<file path="config.mk">
export PLATFORM = sky130hd
export DESIGN_NAME = gsbi_mac
export DESIGN_NICKNAME = d
export VERILOG_FILES = /design/src/hw/rtl/gsbi_pkg.sv /design/src/hw/rtl/gsbi_mac.sv
export SDC_FILE = /design/constraint.sdc
export NUM_CORES = 2
export LEC_CHECK = 0
export ABC_AREA = 1
export BUFFER_PORTS_ARGS = -buffer_cell sky130_fd_sc_hd__buf_2
export CORE_MARGIN = 3
export CORE_UTILIZATION = 60
export DETAILED_ROUTE_END_ITERATION = 8
export GPL_TIMING_DRIVEN = 0
export PLACE_DENSITY = 0.84
export REMOVE_ABC_BUFFERS = 1
export SLEW_MARGIN = 25
export SYNTH_ARGS = -nofsm -noshare
export SYNTH_HDL_FRONTEND = slang
export SYNTH_SLANG_ARGS = --single-unit
</file>
<file path="constraint.sdc">
create_clock -name i_clk -period 6.1 [get_ports i_clk]
set_input_delay 0.915 -clock i_clk [delete_from_list [all_inputs] [get_ports i_clk]]
set_output_delay 0.915 -clock i_clk [all_outputs]
set_load 0.03 [all_outputs]
</file>
<file path="src/hw/rtl/gsbi_pkg.sv">
// Package of the grid surface bilinear core: widths, codes, request structs.
// No dependencies; imported by every module of the block.
`default_nettype none

package gsbi_pkg;

    localparam int VAL_W           = 32;
    localparam int MODE_W          = 2;
    localparam int NODE_W          = 6;
    localparam int CNT_W           = 7;
    localparam int CFG_IDX_W       = 2;
    localparam int IDX_EXT_W       = 11;
    localparam int FRAC_W          = 16;
    localparam int RATIO_W         = 17;
    localparam int WGT_W           = 18;
    localparam int DIFF_W          = 33;
    localparam int DIV_NUM_W       = 48;
    localparam int DIV_DEN_W       = 32;
    localparam int MAC_A_W         = 50;
    localparam int ACC_W           = 66;
    localparam int DEF_MAX_X_NODES = 64;
    localparam int DEF_MAX_Y_NODES = 64;

    localparam logic [RATIO_W-1:0]   RATIO_ONE       = RATIO_W'(65536);
    localparam logic [CNT_W-1:0]     CFG_NODES_RESET = CNT_W'(64);
    localparam logic [CFG_IDX_W-1:0] CFG_X_NODES     = CFG_IDX_W'(0);
    localparam logic [CFG_IDX_W-1:0] CFG_Y_NODES     = CFG_IDX_W'(1);

    // Multiply-accumulate schedule: steps at which a finished pair sum is taken.
    localparam logic [3:0] MAC_ISSUE_STEPS = 4'd10;
    localparam logic [3:0] STEP_A0         = 4'd3;
    localparam logic [3:0] STEP_A1         = 4'd5;
    localparam logic [3:0] STEP_NUM_X      = 4'd7;
    localparam logic [3:0] STEP_NUM_Y      = 4'd9;
    localparam logic [3:0] STEP_HEIGHT     = 4'd11;

    typedef enum logic [MODE_W-1:0] {
        MODE_LOAD_X = 2'd0,
        MODE_LOAD_Y = 2'd1,
        MODE_LOAD_Z = 2'd2,
        MODE_QUERY  = 2'd3
    } t_mode;

    typedef enum logic [3:0] {
        ST_IDLE,
        ST_C0_ADDR,
        ST_C0_DATA,
        ST_SEARCH,
        ST_RATIO_DIV,
        ST_Z_READ,
        ST_MAC,
        ST_SLOPE_X,
        ST_SLOPE_X_WAIT,
        ST_SLOPE_Y,
        ST_SLOPE_Y_WAIT,
        ST_FINISH
    } t_state;

    typedef struct packed {
        logic              x_we;
        logic              y_we;
        logic              z_we;
        logic [NODE_W-1:0] i;
        logic [NODE_W-1:0] j;
        logic [VAL_W-1:0]  data;
    } t_load_req;

    typedef struct packed {
        logic                 start;
        logic [DIV_NUM_W-1:0] num;
        logic [DIV_DEN_W-1:0] den;
    } t_div_req;

    typedef struct packed {
        logic                      en;
        logic                      first;
        logic signed [MAC_A_W-1:0] a;
        logic signed [WGT_W-1:0]   b;
    } t_mac_op;

endpackage

`default_nettype wire

</file>
<file path="src/hw/rtl/gsbi_mac.sv">
// Shared signed multiply-accumulate unit with a registered product.
// Depends on gsbi_pkg; the product register feeds the accumulator.
`default_nettype none

module gsbi_mac (
    input  wire logic                             i_clk,
    input  wire logic                             i_rst_n,
    input  wire gsbi_pkg::t_mac_op                i_op,
    output logic signed [gsbi_pkg::ACC_W-1:0]     o_acc
);
    import gsbi_pkg::*;

    logic signed [MAC_A_W-1:0]       w_a;
    logic signed [WGT_W-1:0]         w_b;
    logic signed [MAC_A_W+WGT_W-1:0] w_prod;

    logic                    r_en_d;
    logic                    r_first_d;
    logic signed [ACC_W-1:0] r_prod;
    logic signed [ACC_W-1:0] r_acc;

    // Product of the current operands.
    always_comb begin
        w_a    = i_op.a;
        w_b    = i_op.b;
        w_prod = w_a * w_b;
    end

    // Control delay that follows the product register.
    always_ff @(posedge i_clk) begin
        if (!i_rst_n) begin
            r_en_d    <= 1'b0;
            r_first_d <= 1'b0;
        end else begin
            r_en_d    <= i_op.en;
            r_first_d <= i_op.first;
        end
    end

    // Product register, then the accumulator.
    always_ff @(posedge i_clk) begin
        r_prod <= $signed(w_prod[ACC_W-1:0]);
        if (r_en_d) begin
            r_acc <= r_first_d ? r_prod : r_acc + r_prod;
        end
    end

    assign o_acc = r_acc;

endmodule

`default_nettype wire

</file>
==> reports/metrics.yaml <==
rows: 94
tightestPinTransition_ns: 0.6715
worstSetupPathType: "input pin to register"
first_pass_iters: 6
clock_latency_ns: 0.45
synth_flop_cell: "dfxtp_1"
syn_area_um2: 40410
antenna_found_initial: 0
synth_area_per_cell_um2: 7.391
grt_pass1_vias: 37510
hpwl_um: 94820
reg2reg_slack_ns: 3.19
vias: 35760
root_buffer: "clkbuf_16"
drc: 0
final_common_cell: "nand2_1"
ys_types: 44
hold_path.class: "register to register"
synth-seq-cells: 134
hold_buffers: 0
whs_ns: 0.5449
regToRegStartpoint: "o_acc[0]$_DFFE_PP_"
die_x_um: 265.5
ys_warn_count: 0
yosysSeqAreaShare: 0.08274
async_flop_share: 0
rsz0062_at_grt: "true"
grt_pass1_wl_um: 193700
cts_tree: "yes"
regArea_um2: 3351
status: "finished, final reports clean"
path_clk_slew_ns: 0.07
io_pins: 138
multi_input_area_um2: 31390
drv_cap: 0
slew_headroom: 0.5523
die_h_um: 265.5
hold-path-endpoint: "o_acc[41]$_DFFE_PP_"
cp.arrival_ns: 6.39
pre_cts_ws_ns: -1.398
initial_core_util: 0.6102
required_ns: 6.43
finalSetupViolations: 0
io_buffers: 137
wirelength_um: 126900
drt_first_iter_violations: 3912
grt-ovfl-total: 0
h-tree-depth: 4
cp-end-kind: "register"
drive_gt1_frac: 0.08362
cts_max_path_buffers: 2
syn_inst: 5467
holdPathStages: 2
final_nets: 6547
maxSlewViolCount: 0
cp_max_fo: 50
final.fill_count: 5440
hold_viol_final: 0
routedWlPerCell_um: 20.12
place_congestion: 1.050
worstReg2RegEnd: "o_acc[38]$_DFFE_PP_"
ff2ff_path_depth: 15
syn2layout_area_growth_pct: 8.228
numCtsBuffers: 17
via_per_inst: 5.671
fin_skew_ns: 0.01846
grt_max_degree: 52
fmax_mhz: 165.0
synth-edff-count: 66
hp-start: "r_prod[41]$_DFF_P_"
dieArea_um2: 70490
finalCritPeriodShare: 0.9936
track_usage: 0.3520
core_area_um2: 66220
final_cell_mix: "1548 x nand2_1, 1471 x inv_1, 826 x fa_1"
clock_sinks: 134
startpoint_type: "input pin"
detail-route-antenna-nets: 0
timing.final.ws_setup_ns: 0.03912
layout_min_cycle_time_ns: 6.061
## worst max-delay path by stage
stage	start	to	cells past startpoint
6_report	i_op[13]	r_prod[40]$_DFF_P_	20
5_1_grt	i_op[30]	r_prod[54]$_DFF_P_	23
4_1_cts	i_op[67]	r_prod[60]$_DFF_P_	20
3_5_place_dp	i_op[0]	r_prod[60]$_DFF_P_	20
3_3_place_gp	i_op[17]	r_prod[48]$_DFF_P_	21
2_1_floorplan	i_op[17]	r_prod[54]$_DFF_P_	21
## worst max-delay path, cell delays in order
cell and delay, ns:
buf_12 0.23, nand2_1 0.16, fa_1 0.54, inv_1 0.06
fa_1 0.57, fa_1 0.46, fa_1 0.49, fa_1 0.51
inv_1 0.05, fa_1 0.52, inv_1 0.09, ha_4 0.30
nand2_1 0.13, o21ai_0 0.40, inv_1 0.11, nand2_1 0.09
nand2_1 0.08, nand3_2 0.13, a21oi_1 0.11, xnor2_2 0.31
## per-stage QoR
step | cells | setup TNS [ns] | util | area [um^2]
2_1_floorplan | 5246 | 0 | - | 39570
3_3_place_gp | 6247 | -67.55 | 0.6243 | 41340
3_5_place_dp | 6250 | -44.85 | 0.6259 | 41440
4_1_cts | 6287 | -0.007979 | 0.6422 | 42520
5_1_grt | 6305 | -0.3879 | 0.6604 | 43730
6_report | 6306 | 0 | 0.6604 | 43730
## layout make-up
class / count / share of cell area
Tap cell: 864 / 0.02472
Antenna cell: 1 / 0.00005722
Multi-Input combinational cell: 3621 / 0.7178
Inverter: 1491 / 0.1285
Timing Repair Buffer: 163 / 0.03900
Clock buffer: 17 / 0.009728
Sequential cell: 134 / 0.07662
Clock inverter: 15 / 0.003577
## routing by layer
layer	global-route usage	wire length, um	vias to the layer above
li1	-	-	15620
met5	0	0	-
met4	0.1545	7386	0
met2	0.5830	58330	2304
met3	0.06660	15580	474
met1	0.4550	45570	17370
## sequential cells by signal, indices dropped and copies added (netlist names)
name	count
o_acc	66
r_en_d	1
r_prod	66
r_first_d	1
## synthesized netlist by cell type (23+ instances only)
cell,instances,share of area
nand2_1,1560,0.14
inv_1,1477,0.14
fa_1,828,0.41
nor2_1,295,0.027
ha_1,219,0.068
clkbuf_1,190,0.018
a21oi_1,175,0.022
nand3_1,133,0.016
o21ai_0,88,0.011
dfxtp_1,68,0.034
edfxtp_1,66,0.049
xor2_1,43,0.0093
buf_1,29,0.0027
o21bai_1,26,0.0048
xnor2_1,26,0.0056
nand4_1,25,0.0039
nor2_2,23,0.0036
## cells by family (layout without fill, tap and decap cells)
logic type / Yosys count / after routing / share of synthesized area
flip-flops: 134 / 134 / 0.08274
AND/OR/NAND/NOR: 2143 / 2143 / 0.2145
AO/OA/AOI/OAI: 362 / 362 / 0.05063
buffers and inverters: 1712 / 1686 / 0.1591
adder cells (fa/ha/maj): 1047 / 1047 / 0.4781
XOR/XNOR: 69 / 69 / 0.01496
other: 0 / 1 / 0
## timing repair
action | in CTS | in global routing
buffers inserted | 4 | 9
hold endpoints to repair | 0 | 0
endpoints found under the setup margin | 49 | 44
resized for setup | 118 | 238
pin swaps | 3 | 20
cloned | 1 | 9
Power is left out: the tool's default activity adds up to more than one toggle a clock period on the data nets, which glitch-free logic cannot reach.
