===== src/hw/rtl/gsbi_pkg.sv =====
// Package of the grid surface bilinear core: widths, codes, request structs.
// No dependencies; imported by every module of the block.
`default_nettype none

package gsbi_pkg;

    localparam int VAL_W           = 32;
    localparam int MODE_W          = 2;
    localparam int NODE_W          = 6;
    localparam int CNT_W           = 7;
    localparam int CFG_IDX_W       = 2;
    localparam int IDX_EXT_W       = 11;
    localparam int FRAC_W          = 16;
    localparam int RATIO_W         = 17;
    localparam int WGT_W           = 18;
    localparam int DIFF_W          = 33;
    localparam int DIV_NUM_W       = 48;
    localparam int DIV_DEN_W       = 32;
    localparam int MAC_A_W         = 50;
    localparam int ACC_W           = 66;
    localparam int DEF_MAX_X_NODES = 64;
    localparam int DEF_MAX_Y_NODES = 64;

    localparam logic [RATIO_W-1:0]   RATIO_ONE       = RATIO_W'(65536);
    localparam logic [CNT_W-1:0]     CFG_NODES_RESET = CNT_W'(64);
    localparam logic [CFG_IDX_W-1:0] CFG_X_NODES     = CFG_IDX_W'(0);
    localparam logic [CFG_IDX_W-1:0] CFG_Y_NODES     = CFG_IDX_W'(1);

    // Multiply-accumulate schedule: steps at which a finished pair sum is taken.
    localparam logic [3:0] MAC_ISSUE_STEPS = 4'd10;
    localparam logic [3:0] STEP_A0         = 4'd3;
    localparam logic [3:0] STEP_A1         = 4'd5;
    localparam logic [3:0] STEP_NUM_X      = 4'd7;
    localparam logic [3:0] STEP_NUM_Y      = 4'd9;
    localparam logic [3:0] STEP_HEIGHT     = 4'd11;

    typedef enum logic [MODE_W-1:0] {
        MODE_LOAD_X = 2'd0,
        MODE_LOAD_Y = 2'd1,
        MODE_LOAD_Z = 2'd2,
        MODE_QUERY  = 2'd3
    } t_mode;

    typedef enum logic [3:0] {
        ST_IDLE,
        ST_C0_ADDR,
        ST_C0_DATA,
        ST_SEARCH,
        ST_RATIO_DIV,
        ST_Z_READ,
        ST_MAC,
        ST_SLOPE_X,
        ST_SLOPE_X_WAIT,
        ST_SLOPE_Y,
        ST_SLOPE_Y_WAIT,
        ST_FINISH
    } t_state;

    typedef struct packed {
        logic              x_we;
        logic              y_we;
        logic              z_we;
        logic [NODE_W-1:0] i;
        logic [NODE_W-1:0] j;
        logic [VAL_W-1:0]  data;
    } t_load_req;

    typedef struct packed {
        logic                 start;
        logic [DIV_NUM_W-1:0] num;
        logic [DIV_DEN_W-1:0] den;
    } t_div_req;

    typedef struct packed {
        logic                      en;
        logic                      first;
        logic signed [MAC_A_W-1:0] a;
        logic signed [WGT_W-1:0]   b;
    } t_mac_op;

endpackage

`default_nettype wire


===== src/hw/rtl/gsbi_divider.sv =====
// Restoring unsigned divider, one quotient bit per cycle.
// Depends on gsbi_pkg; shared by the ratio and slope divisions.
`default_nettype none

module gsbi_divider (
    input  wire logic                           i_clk,
    input  wire logic                           i_rst_n,
    input  wire gsbi_pkg::t_div_req             i_req,
    output logic                                o_done,
    output logic [gsbi_pkg::DIV_NUM_W-1:0]      o_quo
);
    import gsbi_pkg::*;

    localparam int CW = $clog2(DIV_NUM_W);

    logic                 r_busy;
    logic                 r_done;
    logic [CW-1:0]        r_cnt;
    logic [DIV_DEN_W-1:0] r_rem;
    logic [DIV_DEN_W-1:0] r_den;
    logic [DIV_NUM_W-1:0] r_quo;

    logic [DIV_DEN_W:0]   w_shift;
    logic [DIV_DEN_W:0]   w_diff;
    logic                 w_ge;

    // One trial subtraction of the shifted remainder.
    always_comb begin
        w_shift = {r_rem, r_quo[DIV_NUM_W-1]};
        w_diff  = w_shift - {1'b0, r_den};
        w_ge    = w_shift >= {1'b0, r_den};
    end

    // Control of the iteration.
    always_ff @(posedge i_clk) begin
        if (!i_rst_n) begin
            r_busy <= 1'b0;
            r_done <= 1'b0;
            r_cnt  <= '0;
        end else begin
            r_done <= 1'b0;
            if (i_req.start) begin
                r_busy <= 1'b1;
                r_cnt  <= '0;
            end else if (r_busy) begin
                r_cnt <= r_cnt + CW'(1);
                if (r_cnt == CW'(DIV_NUM_W - 1)) begin
                    r_busy <= 1'b0;
                    r_done <= 1'b1;
                end
            end
        end
    end

    // Remainder and quotient, the dividend shifts out as quotient bits shift in.
    always_ff @(posedge i_clk) begin
        if (i_req.start) begin
            r_rem <= '0;
            r_den <= i_req.den;
            r_quo <= i_req.num;
        end else if (r_busy) begin
            r_rem <= w_ge ? w_diff[DIV_DEN_W-1:0] : w_shift[DIV_DEN_W-1:0];
            r_quo <= {r_quo[DIV_NUM_W-2:0], w_ge};
        end
    end

    assign o_done = r_done;
    assign o_quo  = r_quo;

endmodule

`default_nettype wire


===== config.mk =====
export PLATFORM = sky130hd
export DESIGN_NAME = gsbi_divider
export DESIGN_NICKNAME = d
export VERILOG_FILES = /design/src/hw/rtl/gsbi_pkg.sv /design/src/hw/rtl/gsbi_divider.sv
export SDC_FILE = /design/constraint.sdc
export NUM_CORES = 1
export LEC_CHECK = 0
export ABC_AREA = 1
export BUFFER_PORTS_ARGS = -buffer_cell sky130_fd_sc_hd__buf_2
export CORE_ASPECT_RATIO = 1.1
export CORE_UTILIZATION = 30
export DETAILED_ROUTE_END_ITERATION = 8
export PLACE_DENSITY_LB_ADDON = 0.3
export SYNTH_ARGS = -nofsm -noshare
export SYNTH_HDL_FRONTEND = slang
export SYNTH_SLANG_ARGS = --single-unit
export TNS_END_PERCENT = 1

===== constraint.sdc =====
create_clock -name i_clk -period 8.4 [get_ports i_clk]
set_clock_uncertainty 0.1 [all_clocks]
set_input_delay 0.84 -clock i_clk [delete_from_list [all_inputs] [get_ports i_clk]]
set_output_delay 0.84 -clock i_clk [all_outputs]
set_load 0.02 [all_outputs]

==> impl_summary.txt <==
----------------------------------------------------
[Run status]
  Status ... completed

[Clock network]
  Clock tree from TritonCTS ... done
  Maximum number of buffers from clock root to sink ... 2
  Library cell used as clock root buffer ... sky130_fd_sc_hd__clkbuf_16
  Clock latency on the worst-skew pair ... 0.43 ns
  Hold bufs inserted after CTS ... 0
  Clock input transition at the sequential cells of the worst setup and hold paths ... 0.07 ns
  CTS-repair resized insts ... 0
  Post-CTS setup repair buffer count ... 0
  Cts bufs inserted ... 17
  Number of H-tree levels ... 4
  Clock Sink Count ... 120

[Worst setup path]
  Top Family by Delay on Critical Path ... simple AND/OR/NAND/NOR gates
  Crit path buf inv count ... 2
  Critical path's largest stage delay ... 0.48 ns
  CP arrival ... 2.88 ns
  Flop-to-flop setup slack ... 5.77 ns
  Worst path most repeated cell ... sky130_fd_sc_hd__nand2_1
  Crit-path max FO ... 34
  Worst endpoint required time ... 8.65 ns
  Critical path class ... flop to flop
  Endpoint kind of the worst setup timing path ... flop
  Highest-delay cell along the critical path ... sky130_fd_sc_hd__nor2_8
  Cell chain of the critical path ... inv_1 -> ha_1 -> nand2_2 -> inv_2 -> a21oi_1 -> nand2_1 -> nand2_1 -> nand2_2 -> nor2_8 -> nand2_8 -> nand2_1 -> nand3_1 -> o21ai_1
  Launching element type of the critical path ... flop

[Floorplanning]
  Die ar. ... 25900 um2
  Horizontal extent of the die ... 154 um
  Number of top-level pins ... 132
  Die Y ... 169 um
  Core Box Area ... 24600 um2
  Starting density of the core ... 30.8%
  Number of placement rows ... 60

[Yosys]
  Share of the synthesized area in the top cell type ... 31.7%
  Synth area leader ... sky130_fd_sc_hd__edfxtp_1
  Dominant cells by area after synthesis ... sky130_fd_sc_hd__edfxtp_1 32%, sky130_fd_sc_hd__nand2_1 23%, sky130_fd_sc_hd__dfxtp_1 11%, sky130_fd_sc_hd__inv_1 9.0%, sky130_fd_sc_hd__ha_1 5.4%
  EDFF count, synth ... 80
  Post-synthesis instance area ... 7580 um2
  Synth Instances ... 1067
  Yosys cell types ... 37
  Synthesized flop and latch total ... 120
  Synth top cells by count ... 459 x sky130_fd_sc_hd__nand2_1, 181 x sky130_fd_sc_hd__inv_1, 80 x sky130_fd_sc_hd__edfxtp_1, 79 x sky130_fd_sc_hd__nand3_1, 44 x sky130_fd_sc_hd__nor2_1
  Fraction of the yosys area taken by sequential cells ... 42.3%
  Most frequently used cell type in the post-synthesis netlist ... sky130_fd_sc_hd__nand2_1
  Mapped Avg Cell Area ... 7.10 um2
  Post-synth ARST share ... 0%
  Net count after synthesis ... 1184
  Dominant register cell in the synthesized netlist ... sky130_fd_sc_hd__edfxtp_1
  Synthesis warning total ... 0

[Timing]
  Number of pins exceeding their max-slew limit in the final report ... 0
  Final setup viols ... 0
  Final Hold Viols ... 0
  Final worst slack ... 5.77 ns
  Final hold slack ... 0.367 ns
  Min Tclk post-route ... 2.63 ns
  Worst rel slew slack ... 45.0%
  Maximum clock rate ... 380 MHz
  Worst-margin pin slew ... 0.826 ns
  Setup repair after global routing missed its margin ... false
  Period Utilization, post-route ... 31.3%
  Final sum of negative setup slack ... 0 ns

[Layout]
  Area Growth Syn to Fin ... 20.0%
  Multi-input logic area ... 3530 um2
  Finished Cell Area ... 9090 um2
  Antenna Cells ... 0
  Final-stage net count ... 1313
  Filler instances ... 2677
  Fraction of final layout cells sized beyond drive strength 1 ... 16.0%
  Area taken by flip-flops and latches ... 3200 um2

[Global route]
  Overall routing resource usage ... 16.9%
  Global-route wire length before repair ... 34.6 mm
  Maximum number of pins on one net before global-route repair ... 62
  Final global-route overflow total ... 0
  Initial antenna violation count ... 0
  Number of global-route vias before repair ... 6898

[Route]
  Violation count after the first detailed-routing iteration ... 266
  Length of the first detailed-routing pass in iterations ... 5
  DRC errors left ... 0
  Wirelength, routed ... 20.5 mm
  Vias post-DR ... 6855
  Mean number of vias per cell ... 4.51
  Final routed wire length divided by cell count ... 13.5 um
  Number of nets still failing antenna checks after routing ... 0

[Place]
  Place WS ... 5.51 ns
  Placed inst area ... 8510 um2
  Final Wtd Congestion ... 0.922
  Post-DP HPWL ... 15.3 mm
  Count of buffers from port buffering ... 131

[Pwr]
  Total power draw ... 0.00163 W
  Worst IR drop on VDD ... 0.000123 V
  Total leakage power ... 4.84 nW
  Power per cell area ... 179 nW/um2

[Min path]
  Type of the worst min-delay path ... flop to flop

[Job]
  # Max-Cap Violations ... 0

----------------------------------------------------
==> logic make-up (layout without fill, tap and decap cells) <==
kind of cell / after synthesis / in the layout / synth area share (%)
AOI/OAI and AO/OA: 49 / 49 / 3.47
xor gates and xnor gates: 14 / 14 / 1.62
adders and majority gates: 34 / 34 / 5.71
buffers and inverters: 213 / 355 / 11.3
DFF: 120 / 120 / 42.3
and+or+nand+nor: 637 / 637 / 35.7
==> registers in the layout (all words and copies together), names as in the netlist <==
register and flops:
r_den 32, r_rem 32, r_busy 1, r_cnt 6, o_done 1, o_quo 48
==> per-layer routing <==
layer  wire length (um)  part of all wire (%)  GRT usage [%]
met5                  0                     0              0
met4                265                   1.3           4.43
met3               1590                   7.8           5.97
met2               9540                    46           28.4
met1               9150                    45           20.6
==> worst register-to-register path: stages, from the launching register on <==
cell,delay [ns]
sky130_fd_sc_hd__edfxtp_1,0.32
sky130_fd_sc_hd__inv_1,0.04
sky130_fd_sc_hd__ha_1,0.36
sky130_fd_sc_hd__nand2_2,0.16
sky130_fd_sc_hd__inv_2,0.04
sky130_fd_sc_hd__a21oi_1,0.21
sky130_fd_sc_hd__nand2_1,0.11
sky130_fd_sc_hd__nand2_1,0.09
sky130_fd_sc_hd__nand2_2,0.08
sky130_fd_sc_hd__nor2_8,0.48
sky130_fd_sc_hd__nand2_8,0.26
sky130_fd_sc_hd__nand2_1,0.15
sky130_fd_sc_hd__nand3_1,0.07
sky130_fd_sc_hd__o21ai_1,0.09
==> final timing paths <==
| check | depth (start not counted) | end | start |
|---|---|---|---|
| setup / recovery | 13 | r_rem[8] | r_den[24] |
| hold / removal | 2 | r_rem[18] | r_rem[18] |
| setup reg to reg | 13 | r_rem[8] | r_den[24] |
| hold reg to reg | 2 | r_rem[18] | r_rem[18] |
==> power by group <==
group          internal [W]  leakage (nW)  switching [W]
logic             0.0000677          3.44       0.000134
registers          0.000676          1.13      0.0000202
clock network      0.000438         0.277       0.000296
total               0.00118          4.84       0.000450
==> layout by cell type, fill, tap and decap left out, types with 3 or more instances in the layout <==
master	n
sky130_fd_sc_hd__nand4_1	8
sky130_fd_sc_hd__nor2_2	5
sky130_fd_sc_hd__o21ai_0	8
sky130_fd_sc_hd__clkinvlp_4	3
sky130_fd_sc_hd__nor2_1	43
sky130_fd_sc_hd__nand3_2	5
sky130_fd_sc_hd__nand3_1	79
sky130_fd_sc_hd__nor2_4	3
sky130_fd_sc_hd__clkinv_4	4
sky130_fd_sc_hd__dfxtp_1	40
sky130_fd_sc_hd__xnor2_1	13
sky130_fd_sc_hd__and2_1	3
sky130_fd_sc_hd__nand3b_1	13
sky130_fd_sc_hd__a21oi_1	23
sky130_fd_sc_hd__clkinv_2	3
sky130_fd_sc_hd__o21bai_1	3
sky130_fd_sc_hd__buf_4	6
sky130_fd_sc_hd__nand2_2	7
sky130_fd_sc_hd__inv_1	180
sky130_fd_sc_hd__buf_2	130
sky130_fd_sc_hd__clkinv_1	4
sky130_fd_sc_hd__nor3_1	7
sky130_fd_sc_hd__ha_1	33
sky130_fd_sc_hd__clkbuf_16	17
sky130_fd_sc_hd__nand2_1	459
sky130_fd_sc_hd__inv_2	3
sky130_fd_sc_hd__edfxtp_1	80
sky130_fd_sc_hd__o21ai_1	10
==> per-stage QoR <==
stage,utilization [%],cells
global placement,34.6,1487
floorplan,-,1067
finish,36.9,1519
global route,36.9,1519
CTS,36.9,1519
detailed placement,34.6,1487
==> final cells by class <==
cell class / instances / area share, %
clock buffer: 18 / 4.72
clock inverter: 14 / 1.65
inverter: 187 / 7.72
multi-input combinational: 734 / 38.8
sequential: 120 / 35.2
tap: 310 / 4.27
timing repair buffer: 136 / 7.65
Note: power is estimated with default switching activity, not from simulation.
